## src/design/cbm_pkg.sv

```systemverilog
// Package for the cartridge bank mapper: operation and target codes, board codes,
// register state types, reset values and the CHR bank pick table.
// No dependencies.
`timescale 1ns / 1ps

package cbm_pkg;

  typedef enum logic [2:0] {
    OP_TICK      = 3'd0,
    OP_REG_WRITE = 3'd1,
    OP_SCR_WRITE = 3'd2,
    OP_SCR_READ  = 3'd3,
    OP_PRG_XLAT  = 3'd4,
    OP_CHR_XLAT  = 3'd5
  } op_t;

  localparam logic [1:0] TGT_PRG_ROM = 2'd0;
  localparam logic [1:0] TGT_PRG_RAM = 2'd1;
  localparam logic [1:0] TGT_OPEN    = 2'd2;
  localparam logic [1:0] TGT_CHR_ROM = 2'd3;

  localparam logic [1:0] BOARD_SUB0 = 2'd0;
  localparam logic [1:0] BOARD_SUB1 = 2'd1;
  localparam logic [1:0] BOARD_WRAM = 2'd2;
  localparam logic [1:0] BOARD_ALT  = 2'd3;

  localparam logic CFG_BOARD_TYPE = 1'b0;
  localparam logic CFG_DIP_VALUE  = 1'b1;

  localparam logic [1:0] GRP_OUTER = 2'd0;
  localparam logic [1:0] GRP_MODE  = 2'd1;
  localparam logic [1:0] GRP_IRQ   = 2'd2;
  localparam logic [1:0] GRP_BANK  = 2'd3;

  localparam logic [1:0] PRG_MODE_16K = 2'd0;
  localparam logic [1:0] PRG_MODE_32K = 2'd1;

  localparam int MODE_ROM6000_BIT = 5;
  localparam int MODE_DOWN_BIT    = 6;
  localparam int MODE_ENABLE_BIT  = 7;

  localparam logic [7:0] MODE_RESET     = 8'h10;
  localparam logic [7:0] PRG_BANK_RESET = 8'hFC;
  localparam logic [3:0] PAGE_SCRATCH   = 4'h5;

  typedef struct packed {
    logic [7:0]       outer;
    logic [7:0]       mode;
    logic [3:0][7:0]  prg;
    logic [7:0][7:0]  chr;
  } bank_state_t;

  typedef struct packed {
    logic [21:0] maddr;
    logic [1:0]  tgt;
  } xlat_t;

  typedef struct packed {
    logic [7:0]  read_data;
    logic [21:0] maddr;
    logic [1:0]  tgt;
    logic        irq;
    logic [1:0]  nt_mode;
  } result_t;

  function automatic logic [2:0] chr_pick(input logic [1:0] quarter);
    logic [2:0] sel;
    case (quarter)
      2'd0:    sel = 3'd0;
      2'd1:    sel = 3'd1;
      2'd2:    sel = 3'd6;
      default: sel = 3'd7;
    endcase
    return sel;
  endfunction

endpackage

```

## src/design/cbm_translate.sv

```systemverilog
// Combinational PRG and CHR address translation for the cartridge bank mapper.
// Depends on cbm_pkg.
`timescale 1ns / 1ps

module cbm_translate (
  input  logic [1:0]          board,
  input  cbm_pkg::bank_state_t st,
  input  logic [15:0]         addr,
  input  logic                is_chr,
  output cbm_pkg::xlat_t      res
);

  logic [4:0]  pm;
  logic [8:0]  pm9;
  logic [7:0]  bank16;
  logic [7:0]  inner;
  logic [8:0]  bank8k;
  logic [1:0]  cmode;
  logic [9:0]  chr_bank;
  cbm_pkg::xlat_t prg_res;
  logic [21:0] chr_addr;

  assign pm  = (board == cbm_pkg::BOARD_ALT) ? 5'h0F : 5'h1F;
  assign pm9 = {4'b0, pm};
  assign bank16 = (addr[15:14] == 2'b11) ? (st.outer | {4'b0, pm[4:1]}) : st.outer;
  assign inner  = (addr[14:13] == 2'b11) ? 8'h1F : st.prg[addr[14:13]];
  assign bank8k = ({st.outer, 1'b0} & ~pm9) | ({1'b0, inner} & pm9);

  always_comb begin
    prg_res.maddr = '0;
    prg_res.tgt   = cbm_pkg::TGT_OPEN;
    if (addr[15]) begin
      prg_res.tgt = cbm_pkg::TGT_PRG_ROM;
      case (st.mode[4:3])
        cbm_pkg::PRG_MODE_16K: prg_res.maddr = {bank16, addr[13:0]};
        cbm_pkg::PRG_MODE_32K: prg_res.maddr = {st.outer[7:1], addr[14:0]};
        default:               prg_res.maddr = {bank8k, addr[12:0]};
      endcase
    end else if (addr[14:13] == 2'b11) begin
      if (board == cbm_pkg::BOARD_WRAM) begin
        prg_res.tgt   = cbm_pkg::TGT_PRG_RAM;
        prg_res.maddr = {7'b0, st.outer[7:6], addr[12:0]};
      end else if (st.mode[cbm_pkg::MODE_ROM6000_BIT]) begin
        prg_res.tgt   = cbm_pkg::TGT_PRG_ROM;
        prg_res.maddr = {1'b0, st.prg[3], addr[12:0]};
      end
    end
  end

  assign cmode    = (board == cbm_pkg::BOARD_ALT) ? cbm_pkg::BOARD_SUB1 : board;
  assign chr_bank = {2'b0, st.chr[addr[12:10]]}
                  | ((cmode == cbm_pkg::BOARD_WRAM) ? {st.outer[5:4], 8'b0} : 10'b0);

  always_comb begin
    if (cmode == cbm_pkg::BOARD_SUB1) begin
      chr_addr = {3'b0, st.chr[cbm_pkg::chr_pick(addr[12:11])], addr[10:0]};
    end else begin
      chr_addr = {2'b0, chr_bank, addr[9:0]};
    end
  end

  always_comb begin
    if (is_chr) begin
      res.maddr = chr_addr;
      res.tgt   = cbm_pkg::TGT_CHR_ROM;
    end else begin
      res = prg_res;
    end
  end

endmodule

```

## src/design/cbm_core.sv

```systemverilog
// Mapper state and single-pass item execution: bank, mode, scratch and IRQ registers.
// Depends on cbm_pkg and cbm_translate.
`timescale 1ns / 1ps

module cbm_core (
  input  logic              clk,
  input  logic              rst_n,
  input  logic              cfg_we,
  input  logic              cfg_index,
  input  logic [7:0]        cfg_wdata,
  input  logic              step_en,
  input  logic [2:0]        op,
  input  logic [15:0]       addr,
  input  logic [7:0]        wdata,
  output cbm_pkg::result_t  res
);

  logic [1:0]           board_r;
  logic [7:0]           dip_r;
  cbm_pkg::bank_state_t st_r, st_nxt;
  logic [3:0][7:0]      scr_r, scr_nxt;
  logic [15:0]          cnt_r, cnt_nxt;
  logic                 active_r, active_nxt;
  logic                 irq_r, irq_nxt;

  logic [15:0]    cnt_step;
  logic [15:0]    reg_addr;
  logic           page5;
  logic           dip_sel;
  logic [7:0]     rd;
  cbm_pkg::xlat_t xl;
  logic           is_xlat;

  cbm_translate u_xlat (
    .board  (board_r),
    .st     (st_r),
    .addr   (addr),
    .is_chr (cbm_pkg::op_t'(op) == cbm_pkg::OP_CHR_XLAT),
    .res    (xl)
  );

  assign cnt_step = st_r.mode[cbm_pkg::MODE_DOWN_BIT] ? (cnt_r - 16'd1) : (cnt_r + 16'd1);
  assign reg_addr = (board_r == cbm_pkg::BOARD_ALT)
                  ? {2'b0, addr[15:8], addr[5:0]} : addr;
  assign page5    = (addr[15:12] == cbm_pkg::PAGE_SCRATCH);
  assign dip_sel  = (board_r == cbm_pkg::BOARD_ALT) ? addr[10] : addr[8];

  always_comb begin
    st_nxt     = st_r;
    scr_nxt    = scr_r;
    cnt_nxt    = cnt_r;
    active_nxt = active_r;
    irq_nxt    = irq_r;
    rd         = 8'd0;
    is_xlat    = 1'b0;
    case (cbm_pkg::op_t'(op))
      cbm_pkg::OP_TICK: begin
        if (active_r && (cnt_r != 16'd0)) begin
          cnt_nxt = cnt_step;
          if (cnt_step == 16'd0) begin
            irq_nxt    = 1'b1;
            active_nxt = 1'b0;
          end
        end
      end
      cbm_pkg::OP_REG_WRITE: begin
        if (addr[15]) begin
          case (reg_addr[9:8])
            cbm_pkg::GRP_OUTER: st_nxt.outer = wdata;
            cbm_pkg::GRP_MODE:  st_nxt.mode  = wdata;
            cbm_pkg::GRP_IRQ: begin
              if (reg_addr[0]) begin
                cnt_nxt[15:8] = wdata;
                active_nxt    = st_r.mode[cbm_pkg::MODE_ENABLE_BIT];
              end else begin
                cnt_nxt[7:0] = wdata;
                irq_nxt      = 1'b0;
              end
            end
            default: begin
              if (!reg_addr[4]) begin
                st_nxt.prg[reg_addr[1:0]] = wdata;
              end else if (!reg_addr[3]) begin
                st_nxt.chr[reg_addr[2:0]] = wdata;
              end
            end
          endcase
        end
      end
      cbm_pkg::OP_SCR_WRITE: begin
        if (page5) begin
          scr_nxt[addr[1:0]] = wdata;
        end
      end
      cbm_pkg::OP_SCR_READ: begin
        if (page5) begin
          rd = dip_sel ? scr_r[addr[1:0]] : dip_r;
        end
      end
      cbm_pkg::OP_PRG_XLAT: is_xlat = 1'b1;
      cbm_pkg::OP_CHR_XLAT: is_xlat = 1'b1;
      default: ;
    endcase
  end

  always_comb begin
    res.read_data = rd;
    res.maddr     = is_xlat ? xl.maddr : 22'd0;
    res.tgt       = is_xlat ? xl.tgt : cbm_pkg::TGT_OPEN;
    res.irq       = irq_nxt;
    res.nt_mode   = st_nxt.mode[1:0];
  end

  always_ff @(posedge clk) begin
    if (!rst_n) begin
      board_r <= cbm_pkg::BOARD_SUB0;
      dip_r   <= 8'd0;
    end else if (cfg_we) begin
      case (cfg_index)
        cbm_pkg::CFG_BOARD_TYPE: board_r <= cfg_wdata[1:0];
        cbm_pkg::CFG_DIP_VALUE:  dip_r   <= cfg_wdata;
        default: ;
      endcase
    end
  end

  always_ff @(posedge clk) begin
    if (!rst_n) begin
      st_r.outer <= 8'd0;
      st_r.mode  <= cbm_pkg::MODE_RESET;
      for (int i = 0; i < 4; i++) begin
        st_r.prg[i] <= cbm_pkg::PRG_BANK_RESET | 8'(i);
        scr_r[i]    <= 8'd0;
      end
      for (int i = 0; i < 8; i++) begin
        st_r.chr[i] <= 8'(i);
      end
      cnt_r    <= 16'd0;
      active_r <= 1'b0;
      irq_r    <= 1'b0;
    end else if (step_en) begin
      st_r     <= st_nxt;
      scr_r    <= scr_nxt;
      cnt_r    <= cnt_nxt;
      active_r <= active_nxt;
      irq_r    <= irq_nxt;
    end
  end

endmodule

```

## src/design/cartridge_bank_mapper_irq.sv

```systemverilog
// Cartridge bank mapper with IRQ counter: input register, mapper core, result register.
// Items pass the input register, then the core, into the result register (two register stages).
// Throughput: one item per cycle while out_ready does not stall it; the core executes each item in a single pass.
// The result register decouples the sides, so an empty input register takes an item while a result waits.
// Reset (rst_n low, synchronous) empties both stages and restores all mapper state.
// Depends on cbm_pkg and cbm_core.
`timescale 1ns / 1ps

module cartridge_bank_mapper_irq (
  input  logic        clk,
  input  logic        rst_n,
  input  logic        cfg_we,
  input  logic        cfg_index,
  input  logic [7:0]  cfg_wdata,
  input  logic        in_valid,
  output logic        in_ready,
  input  logic [2:0]  in_operation,
  input  logic [15:0] in_address,
  input  logic [7:0]  in_write_data,
  output logic        out_valid,
  input  logic        out_ready,
  output logic [7:0]  out_read_data,
  output logic [21:0] out_mapped_address,
  output logic [1:0]  out_target,
  output logic        out_irq,
  output logic [1:0]  out_nametable_mode
);

  logic             s1_valid_r, s1_valid_nxt;
  logic [2:0]       s1_op_r;
  logic [15:0]      s1_addr_r;
  logic [7:0]       s1_data_r;
  logic             out_valid_r, out_valid_nxt;
  cbm_pkg::result_t out_res_r;
  cbm_pkg::result_t core_res;
  logic             advance;
  logic             step_en;
  logic             in_take;

  assign advance  = !out_valid_r || out_ready;
  assign step_en  = s1_valid_r && advance;
  assign in_ready = !s1_valid_r || advance;
  assign in_take  = in_valid && in_ready;

  assign s1_valid_nxt  = in_take ? 1'b1 : (step_en ? 1'b0 : s1_valid_r);
  assign out_valid_nxt = advance ? s1_valid_r : out_valid_r;

  cbm_core u_core (
    .clk       (clk),
    .rst_n     (rst_n),
    .cfg_we    (cfg_we),
    .cfg_index (cfg_index),
    .cfg_wdata (cfg_wdata),
    .step_en   (step_en),
    .op        (s1_op_r),
    .addr      (s1_addr_r),
    .wdata     (s1_data_r),
    .res       (core_res)
  );

  always_ff @(posedge clk) begin
    if (!rst_n) begin
      s1_valid_r  <= 1'b0;
      out_valid_r <= 1'b0;
    end else begin
      s1_valid_r  <= s1_valid_nxt;
      out_valid_r <= out_valid_nxt;
    end
  end

  always_ff @(posedge clk) begin
    if (in_take) begin
      s1_op_r   <= in_operation;
      s1_addr_r <= in_address;
      s1_data_r <= in_write_data;
    end
    if (step_en) begin
      out_res_r <= core_res;
    end
  end

  assign out_valid          = out_valid_r;
  assign out_read_data      = out_res_r.read_data;
  assign out_mapped_address = out_res_r.maddr;
  assign out_target         = out_res_r.tgt;
  assign out_irq            = out_res_r.irq;
  assign out_nametable_mode = out_res_r.nt_mode;

endmodule

```

## config.mk

```make
export PLATFORM = sky130hd
export DESIGN_NAME = cartridge_bank_mapper_irq
export DESIGN_NICKNAME = d
export VERILOG_FILES = /design/src/design/cbm_pkg.sv /design/src/design/cbm_translate.sv /design/src/design/cbm_core.sv /design/src/design/cartridge_bank_mapper_irq.sv
export SDC_FILE = /design/constraint.sdc
export NUM_CORES = 1
export LEC_CHECK = 0
export ABC_AREA = 1
export BUFFER_PORTS_ARGS = -buffer_cell sky130_fd_sc_hd__buf_2
export CAP_MARGIN = 40
export CORE_ASPECT_RATIO = 1.4
export CORE_MARGIN = 3
export CORE_UTILIZATION = 60
export CTS_CLUSTER_DIAMETER = 200
export DETAILED_ROUTE_END_ITERATION = 8
export GPL_TIMING_DRIVEN = 1
export PLACE_DENSITY_LB_ADDON = 0.15
export SYNTH_ARGS = -nofsm -noshare
export SYNTH_HDL_FRONTEND = slang
export SYNTH_SLANG_ARGS = --single-unit
```

## constraint.sdc

```tcl
create_clock -name clk -period 4.5 [get_ports clk]
set_input_delay 0.45 -clock clk [delete_from_list [all_inputs] [get_ports clk]]
set_output_delay 0.45 -clock clk [all_outputs]
set_load 0.02 [all_outputs]
```

==> impl_metrics.json, run 1 <==
{
  "tns_ns": 0,
  "vias_per_cell": 5.81,
  "cts_tree": "done",
  "synth_cell_types": 51,
  "gp_congestion": 0.921,
  "nNetsFinal": 1431,
  "routedWlPerCell_um": 18.1,
  "ioPinCount": 78,
  "diodes": 0,
  "grt_pass1_wl_um": 46400,
  "clk_root_buffer_cell": "clkbuf_16",
  "cts_hold_buf": 0,
  "clk_path_buf_depth": 3,
  "drtAntennaViolNets": 0,
  "dr.pass1.iters": 6,
  "cts_buffers": 22,
  "syn_avg_cell_area_um2": 8.05,
  "io_buffers": 77,
  "slowest_stage": "nor3_2",
  "cp-end-kind": "flip-flop",
  "yosysSeqAreaShare_pct": 48.4,
  "synth_nets": 1377,
  "syn-cell-area_um2": 10600,
  "setup_viol": 0,
  "cpMostUsedCell": "nor3_2",
  "path_cells": "nor3_2 -> inv_2 -> nor2_4 -> nand4_4 -> nor3_2 -> inv_1 -> o21ai_0 -> a21oi_1",
  "maxSlewViolCount": 0,
  "syn_inst": 1320,
  "power_density_nw_per_um2": 358,
  "required_ns": 4.90,
  "num_vias": 9425,
  "grt.total_usage_pct": 29.9,
  "slew_headroom_pct": 44.5,
  "path_class": "flip-flop to flip-flop",
  "skew_ns": 0.0158,
  "dp_hpwl_um": 20600,
  "timing.final.crit_share_pct": 68.2,
  "grt_max_degree": 68,
  "fillers": 1444,
  "synth-seq-cells": 226,
  "holdWs_ns": 0.112,
  "max_freq_mhz": 326,
  "worstMarginPinSlew_ns": 0.830,
  "multi_input_area_um2": 4610,
  "fp.dieArea_um2": 19400,
  "htreeDepth": 1,
  "yosysWarnings": 0,
  "area_growth_pct": 11.4,
  "core_region_area_um2": 17000,
  "reg2reg_slack_ns": 1.43,
  "worstPathArrival_ns": 3.46,
  "finalCriticalPeriod_ns": 3.07,
  "hold_violations": 0,
  "min_path_type": "input pin to flip-flop",
  "drtIter0Drc": 833,
  "wl_um": 29300,
  "grt_overflow_total": 0,
  "grt_pass1_vias": 8965,
  "drive_gt1_share_pct": 11.7,
  "clock_latency_ns": 0.51,
  "seq_area_um2": 5140,
  "die_w_um": 118,
  "startpoint_type": "flip-flop",
  "start_util_pct": 62.4,
  "maxCapViolations": 0,
  "p_leak_nw": 4.82,
  "remaining_drc_errors": 0,
  "clk_pin_slew_ns": 0.06,
  "antenna_found_initial": 0,
  "postCtsSetupBuffers": 0,
  "cts_sinks": 226,
  "rsz0062_at_grt": "no",
  "status": "complete, no violations",
  "cp_slowest_stage_delay_ns": 0.59,
  "ir_worst_vdd_mv": 0.356,
  "cts_resized": 0,
  "worstPathMaxFanout": 19,
  "rows": 56,
  "die_y_um": 163
}
==> power breakdown <==
part | switching [mW] | internal (mW)
logic | 0.223 | 0.0869
clock network | 0.775 | 0.971
registers | 0.0486 | 2.13
==> worst paths after layout <==
| path | start | endpoint | depth (start not counted) |
|---|---|---|---|
| setup / recovery | s1_op_r[1] | u_core.st_r[53] | 8 |
| hold / removal | in_address[6] | s1_addr_r[6] | 1 |
| setup reg to reg | s1_op_r[1] | u_core.st_r[53] | 8 |
| hold reg to reg | u_core.scr_r[7] | u_core.scr_r[7] | 2 |
==> cell families (layout without fill, tap and decap cells) <==
| group | count (synthesis) | after routing | share of synthesized area (%) |
|---|---|---|---|
| and+or+nand+nor | 431 | 431 | 17.9 |
| AOI/OAI and AO/OA | 424 | 424 | 23.4 |
| DFF | 226 | 226 | 48.4 |
| buffers and inverters | 221 | 291 | 8.14 |
| adders and majority gates | 16 | 16 | 1.96 |
| xor gates and xnor gates | 2 | 2 | 0.165 |
==> critical path: cells and delay by family, from the launching register on <==
kind / cells / cell delay, ns
simple gates: 4 / 1.64
flops: 1 / 0.50
compound gates: 2 / 0.27
buf+inv: 2 / 0.53
==> routing by layer <==
metal | up-vias | share of wire (%) | track usage, %
met2 | 342 | 53 | 55.6
met1 | 4350 | 38 | 35.2
li1 | 4656 | - | -
met5 | - | 0 | 0
met4 | 0 | 4.0 | 12.4
met3 | 77 | 5.7 | 3.01
==> sequential cells by signal, summed over array words and instances, names as in the netlist <==
register	cells
u_core.st_r	102
u_core.scr_r	32
out_mapped_address	22
s1_addr_r	16
u_core.cnt_r	16
out_read_data	8
s1_data_r	8
u_core.dip_r	8
s1_op_r	3
out_nametable_mode	2
out_target	2
u_core.board_r	2
out_irq	1
out_valid	1
s1_valid_r	1
u_core.active_r	1
u_core.irq_r	1
==> cell usage after synthesis (all sizes together) <==
master	n	area share, %
a211oi	39	2.9
a21oi	125	5.9
a221oi	8	0.66
a22oi	5	0.35
a31oi	20	1.2
a32o	1	0.094
a32oi	1	0.082
and2	1	0.059
buf	14	0.82
clkbuf	48	1.7
clkinv	11	0.39
dfxtp	164	31
edfxtp	62	18
fa	1	0.19
ha	15	1.8
inv	148	5.2
nand2	217	7.8
nand3	54	2.5
nand3b	4	0.28
nand4	6	0.49
nor2	124	4.6
nor3	18	1.6
nor3b	1	0.18
nor4	2	0.18
o2111ai	1	0.082
o211ai	41	2.9
o21a	3	0.21
o21ai	159	7.6
o221ai	1	0.082
o22ai	12	0.71
o311ai	2	0.16
o31ai	4	0.28
o32ai	1	0.082
o41ai	1	0.082
or2	4	0.24
xnor2	1	0.082
xor2	1	0.082
==> final cells by class <==
type                    instances  share of cell area (%)
clock buffers                  30                    5.25
clock inverters                10                   0.529
inverters                     159                    5.04
multi-input cells             873                    39.0
flip-flops and latches        226                    43.5
well taps                     232                    2.45
repair buffers                 92                    4.27
==> metrics by stage <==
| stage | setup WS [ns] | std cells | util [%] | instance area, um2 | power [mW] |
|---|---|---|---|---|---|
| after floorplan | 2.23 | 1320 | - | 10600 | 2.41 |
| after detailed placement | 1.55 | 1582 | 65.5 | 11100 | 2.53 |
| after global routing | 1.14 | 1622 | 69.5 | 11800 | 4.36 |
| after CTS | 1.47 | 1622 | 69.5 | 11800 | 4.25 |
| final | 1.43 | 1622 | 69.5 | 11800 | 4.24 |
| after global placement | 1.60 | 1580 | 65.3 | 11100 | 2.52 |
==> layout by cell type, fill, tap and decap left out, types with 8 or more instances in the layout <==
| cell type | n |
|---|---|
| clkbuf_16 | 22 |
| nand3_1 | 54 |
| edfxtp_1 | 62 |
| a21oi_1 | 125 |
| clkinv_1 | 15 |
| dfxtp_1 | 164 |
| nor3_1 | 8 |
| buf_4 | 14 |
| o211ai_1 | 41 |
| o21ai_0 | 153 |
| inv_1 | 140 |
| nor2_1 | 119 |
| buf_2 | 77 |
| nand2_1 | 213 |
| ha_1 | 15 |
| o22ai_1 | 12 |
| a221oi_1 | 8 |
| a211oi_1 | 36 |
| inv_2 | 8 |
| a31oi_1 | 20 |
Power figures use the tool's default switching activity.
==> inputs of run 2 (changes only) <==
ABC_AREA = 0   (was 1)
CORE_UTILIZATION = 55   (was 60)
clock period = 2.6 ns   (was 4.5 ns; I/O delays follow)
==> impl_metrics.json, run 2 <==
{
  "status": "complete, no violations",
  "min_path_type": "input pin to flip-flop",
  "synth_top_cell_area_share_pct": 30.9,
  "startpoint": "u_core.st_r[102]",
  "synthAdderAreaFrac_pct": 1.95,
  "drive_gt1_share_pct": 20.0,
  "area_growth_pct": 19.0,
  "synth_nets": 1136,
  "yosysSeqAreaShare_pct": 48.4,
  "yosysWarnings": 0,
  "timing.final.crit_share_pct": 99.9,
  "wl_um": 27400,
  "startpoint_type": "flip-flop",
  "power_density_nw_per_um2": 588,
  "grt_pass1_vias": 8392,
  "place_area_um2": 11500,
  "num_vias": 8475,
  "dp_hpwl_um": 18600,
  "ir_worst_vdd_mv": 0.568,
  "dr.pass1.iters": 5,
  "drtAntennaViolNets": 0,
  "clk_root_buffer_cell": "clkbuf_16",
  "rows": 59,
  "synth_common_cells": "164 x dfxtp_1, 154 x nand2_1, 110 x nor2_1",
  "skew_ns": 0.0109,
  "routedWlPerCell_um": 19.0,
  "worstPathMaxFanout": 7,
  "min_from": "cfg_wdata[3]",
  "cts_tree": "done",
  "yosys.area_share.simple_pct": 18.3,
  "hold_violations": 0,
  "largest_register_ffs": 102,
  "total_power_mw": 7.44,
  "nNetsFinal": 1243,
  "worstPathArrival_ns": 2.86,
  "fp.dieArea_um2": 21100,
  "clk_path_buf_depth": 3,
  "grt_max_degree": 56,
  "grt_pass1_wl_um": 44000,
  "yosys-top-cells-area": "dfxtp_1 31%, edfxtp_1 17%, mux2i_1 8.9%",
  "die_w_um": 124,
  "cts_buffers": 23,
  "synthMuxAreaShare_pct": 15.7,
  "antenna_found_initial": 0,
  "p_leak_nw": 4.78,
  "synth-seq-cells": 226,
  "maxCapViolations": 0,
  "maxSlewViolCount": 0,
  "synth_xor_area_share_pct": 0.988,
  "r2r_start": "u_core.st_r[102]",
  "final_common_cell": "dfxtp_1",
  "regMostFlops": "u_core.st_r",
  "syn_inst": 1079,
  "final-instance-count-excl-fill": 1447,
  "htreeDepth": 1,
  "layout_setup_ws_ns": 0.00338,
  "placed_cells": 1375,
  "slew_headroom_pct": 40.5,
  "syn_avg_cell_area_um2": 9.86,
  "remaining_drc_errors": 0,
  "synthArstFlopShare_pct": 0,
  "path_class": "flip-flop to flip-flop",
  "synth-main-ff-cell": "dfxtp_1",
  "dp_slack_ns": -0.0444,
  "worstMarginPinSlew_ns": 0.892,
  "core_region_area_um2": 18800,
  "vias_per_cell": 5.86,
  "start_util_pct": 56.5,
  "finalCriticalPeriod_ns": 2.60,
  "syn-cell-area_um2": 10600,
  "grt_overflow_total": 0,
  "setup_viol": 0,
  "synth_enable_flop_cells": 62,
  "cp-end-kind": "flip-flop",
  "grt.total_usage_pct": 26.2,
  "synth_cell_types": 74,
  "drtIter0Drc": 722,
  "ioPinCount": 78,
  "io_buffers": 77,
  "yosys.area.top_type": "dfxtp_1",
  "design_area_um2": 12700,
  "required_ns": 2.86,
  "max_freq_mhz": 385,
  "synth_compound_area_share_pct": 10.9,
  "synth_top_family_by_area": "simple AND/OR/NAND/NOR gates",
  "rsz0062_at_grt": "yes",
  "gp_congestion": 0.868,
  "clk_pin_slew_ns": 0.06,
  "yosysMostFrequentCell": "dfxtp_1",
  "diodes": 0,
  "die_y_um": 171,
  "clock_latency_ns": 0.51,
  "final_cell_mix": "161 x dfxtp_1, 151 x nand2_1, 110 x nor2_1",
  "fin_util_pct": 67.3,
  "cts_sinks": 226
}
==> run 2: final timing paths <==
check	to	slack [ns]	cells past startpoint
worst max-delay path	out_irq	0.003	10
worst min register to register	u_core.dip_r[0]	0.46	2
worst max register to register	out_irq	0.003	10
worst min-delay path	u_core.dip_r[3]	0.01	3
==> run 2: critical path, stage by stage, from the launching register on <==
cell      delay [ns]
dfxtp_4         0.38
buf_6           0.15
ha_2            0.34
buf_4           0.14
a21oi_1         0.06
o21ai_0         0.28
a21oi_2         0.11
a211o_1         0.33
nand3_1         0.09
and4bb_1        0.25
a31o_1          0.21
==> run 2: report_power, final <==
group	internal, mW	total [mW]	leakage (nW)	switching [mW]
logic	0.193	0.481	2.51	0.289
clock network	1.86	3.20	0.353	1.34
registers	3.68	3.76	1.92	0.0818
total	5.73	7.44	4.78	1.71
==> run 2: area by class of cell <==
class | instances | area, um2
inverter | 9 | 35.0
clock buffer | 36 | 664
multi-input combinational | 760 | 5230
clock inverter | 6 | 61.3
tap | 244 | 305
timing repair buffer | 166 | 1210
fill | 1498 | 6160
sequential | 226 | 5150
==> run 2: timing repair <==
| item | CTS | global route |
|---|---|---|
| pin swaps | 1 | 7 |
| endpoints found under the setup margin | 1 | 10 |
| hold endpoints to repair | 29 | 0 |
| resized for setup | 5 | 32 |
| hold buffers | 29 | 0 |
| buffers inserted | 1 | 0 |
==> run 2: per-layer routing <==
| layer | part of all wire [%] | GRT usage (%) | vias up |
|---|---|---|---|
| li1 | - | - | 4088 |
| met1 | 42 | 34.8 | 4035 |
| met2 | 49 | 44.4 | 299 |
| met3 | 6.0 | 3.87 | 53 |
| met4 | 2.6 | 7.86 | 0 |
| met5 | 0 | 0 | - |
==> run 2: cells by family (layout without fill, tap and decap cells) <==
logic type / count (synthesis) / in the layout
mux: 129 / 129
flops: 226 / 226
buf+inv: 93 / 217
simple gates: 418 / 418
fa+ha+maj: 16 / 16
xor+xnor: 12 / 12
compound gates: 185 / 185
==> run 2: stage by stage <==
stage          setup TNS (ns)  hold WS [ns]
6_report                    0        0.0127
5_1_grt               -0.0867       0.00927
4_1_cts                     0     0.0000544
3_5_place_dp          -0.0444         0.438
3_3_place_gp                0         0.437
2_1_floorplan               0         0.359
==> inputs of run 3 (changes only) <==
==> constraint.sdc (replaced) <==
create_clock -name clk -period 2.6 [get_ports clk]
set_input_delay 0.26 -clock clk [delete_from_list [all_inputs] [get_ports clk]]
set_output_delay 0.26 -clock clk [all_outputs]
set_load 0.1 [all_outputs]
==> impl_metrics.json, run 3 (same netlist as run 2, synthesis figures left out) <==
{
  "dr.pass1.iters": 7,
  "worstPathMaxFanout": 7,
  "final_cell_mix": "162 x dfxtp_1, 153 x nand2_1, 110 x nor2_1",
  "io_buffers": 77,
  "grt.total_usage_pct": 26.4,
  "worstMarginPinSlew_ns": 0.910,
  "maxCapViolations": 0,
  "setup_viol": 0,
  "start_util_pct": 56.5,
  "max_freq_mhz": 399,
  "p_leak_nw": 4.91,
  "drive_gt1_share_pct": 20.8,
  "cts_buffers": 23,
  "total_power_mw": 7.89,
  "rows": 59,
  "clk_path_buf_depth": 3,
  "fillers": 1455,
  "path_class": "flip-flop to flip-flop",
  "required_ns": 2.87,
  "clk_pin_slew_ns": 0.06,
  "ioPinCount": 78,
  "finalCriticalPeriod_ns": 2.51,
  "core_region_area_um2": 18800,
  "remaining_drc_errors": 0,
  "htreeDepth": 1,
  "routedWlPerCell_um": 19.0,
  "grt_max_degree": 43,
  "die_y_um": 171,
  "dp_hpwl_um": 18700,
  "largest_register_ffs": 102,
  "status": "complete, no violations",
  "num_vias": 8667,
  "startpoint_type": "flip-flop",
  "drtAntennaViolNets": 0,
  "power_density_nw_per_um2": 617,
  "clock_latency_ns": 0.52,
  "wl_um": 27700,
  "worstPathArrival_ns": 2.77,
  "holdWs_ns": 0.0103,
  "final_common_cell": "dfxtp_1",
  "area_growth_pct": 20.2,
  "antenna_found_initial": 0,
  "cp-end-kind": "flip-flop",
  "multi_input_area_um2": 5200,
  "clk_root_buffer_cell": "clkbuf_16",
  "slew_headroom_pct": 39.4,
  "nNetsFinal": 1256,
  "dp_slack_ns": -0.0708,
  "vias_per_cell": 5.94,
  "grt_pass1_vias": 8614,
  "grt_overflow_total": 0,
  "drtIter0Drc": 670,
  "grt_pass1_wl_um": 44300,
  "diodes": 0,
  "hold_violations": 0,
  "cts_sinks": 226,
  "seq_area_um2": 5150,
  "timing.final.crit_share_pct": 96.4,
  "fp.dieArea_um2": 21100,
  "min_path_type": "input pin to flip-flop",
  "gp_congestion": 0.874,
  "regMostFlops": "u_core.st_r",
  "skew_ns": 0.0160,
  "layout_setup_ws_ns": 0.0936,
  "ir_worst_vdd_mv": 0.548,
  "die_w_um": 124,
  "cts_tree": "done",
  "maxSlewViolCount": 0
}
-- run 3: cell count changes in the layout (fill, tap and decap cells not counted), sizes merged --
| cell | change |
|---|---|
| bufinv | +3 |
| buf | +14 |
| inv | +1 |
| clkbuf | -9 |
| dlygate4sd3 | -1 |
| clkinv | +5 |
-- run 3: per-stage QoR --
stage / area (um2) / instances / setup TNS (ns) / util (%)
floorplan: 10600 / 1079 / 0 / -
global placement: 11500 / 1387 / -0.0374 / 61.3
detailed placement: 11600 / 1389 / -0.145 / 61.4
CTS: 12700 / 1459 / 0 / 67.4
global route: 12800 / 1460 / -0.0388 / 68.0
finish: 12800 / 1460 / 0 / 68.0
-- run 3: power by group --
| part | total, mW | switching [mW] | internal (mW) |
|---|---|---|---|
| Sequential | 3.76 | 0.0791 | 3.68 |
| Combinational | 0.614 | 0.428 | 0.186 |
| Clock | 3.52 | 1.38 | 2.13 |
| Total | 7.89 | 1.89 | 6.00 |
-- run 3: timing repair --
action / CTS / global route
hold buffers: 28 / 0
hold endpoints to repair: 28 / 0
endpoints found under the setup margin: 3 / 12
resized for setup: 7 / 22
buffers inserted: 0 / 1
gates cloned: 0 / 0
pin swaps: 0 / 6
-- run 3: layout make-up --
| type | instances | area share, % |
|---|---|---|
| repair buffers | 179 | 10.1 |
| multi-input cells | 760 | 40.7 |
| inverters | 9 | 0.274 |
| flip-flops and latches | 226 | 40.3 |
| well taps | 244 | 2.39 |
| clock buffers | 27 | 4.94 |
| clock inverters | 15 | 1.39 |
-- run 3: critical path, stage by stage, from the launching register on --
cell	delay, ns
dfxtp_4	0.37
buf_8	0.14
ha_4	0.24
a211oi_4	0.28
o21bai_1	0.11
a22o_1	0.28
a211o_1	0.25
and4_1	0.18
and4bb_1	0.20
a31o_1	0.21
-- run 3: worst paths after layout --
| path | slack (ns) | start | depth (start not counted) | end |
|---|---|---|---|---|
| max | 0.09 | u_core.st_r[102] | 9 | out_irq |
| min | 0.01 | cfg_wdata[5] | 3 | u_core.dip_r[5] |
| max reg2reg | 0.09 | u_core.st_r[102] | 9 | out_irq |
| min reg2reg | 0.46 | u_core.st_r[46] | 2 | u_core.st_r[46] |
-- run 3: routing by layer --
layer  global-route usage (%)  share of wire, %  vias up  wire length, um
li1                         -                 -     4120                -
met2                     45.4                49      339            13600
met3                     3.51               6.3       80             1740
met1                     33.8                41     4128            11400
met5                        0                 0        -                0
met4                     9.83               3.5        0              961
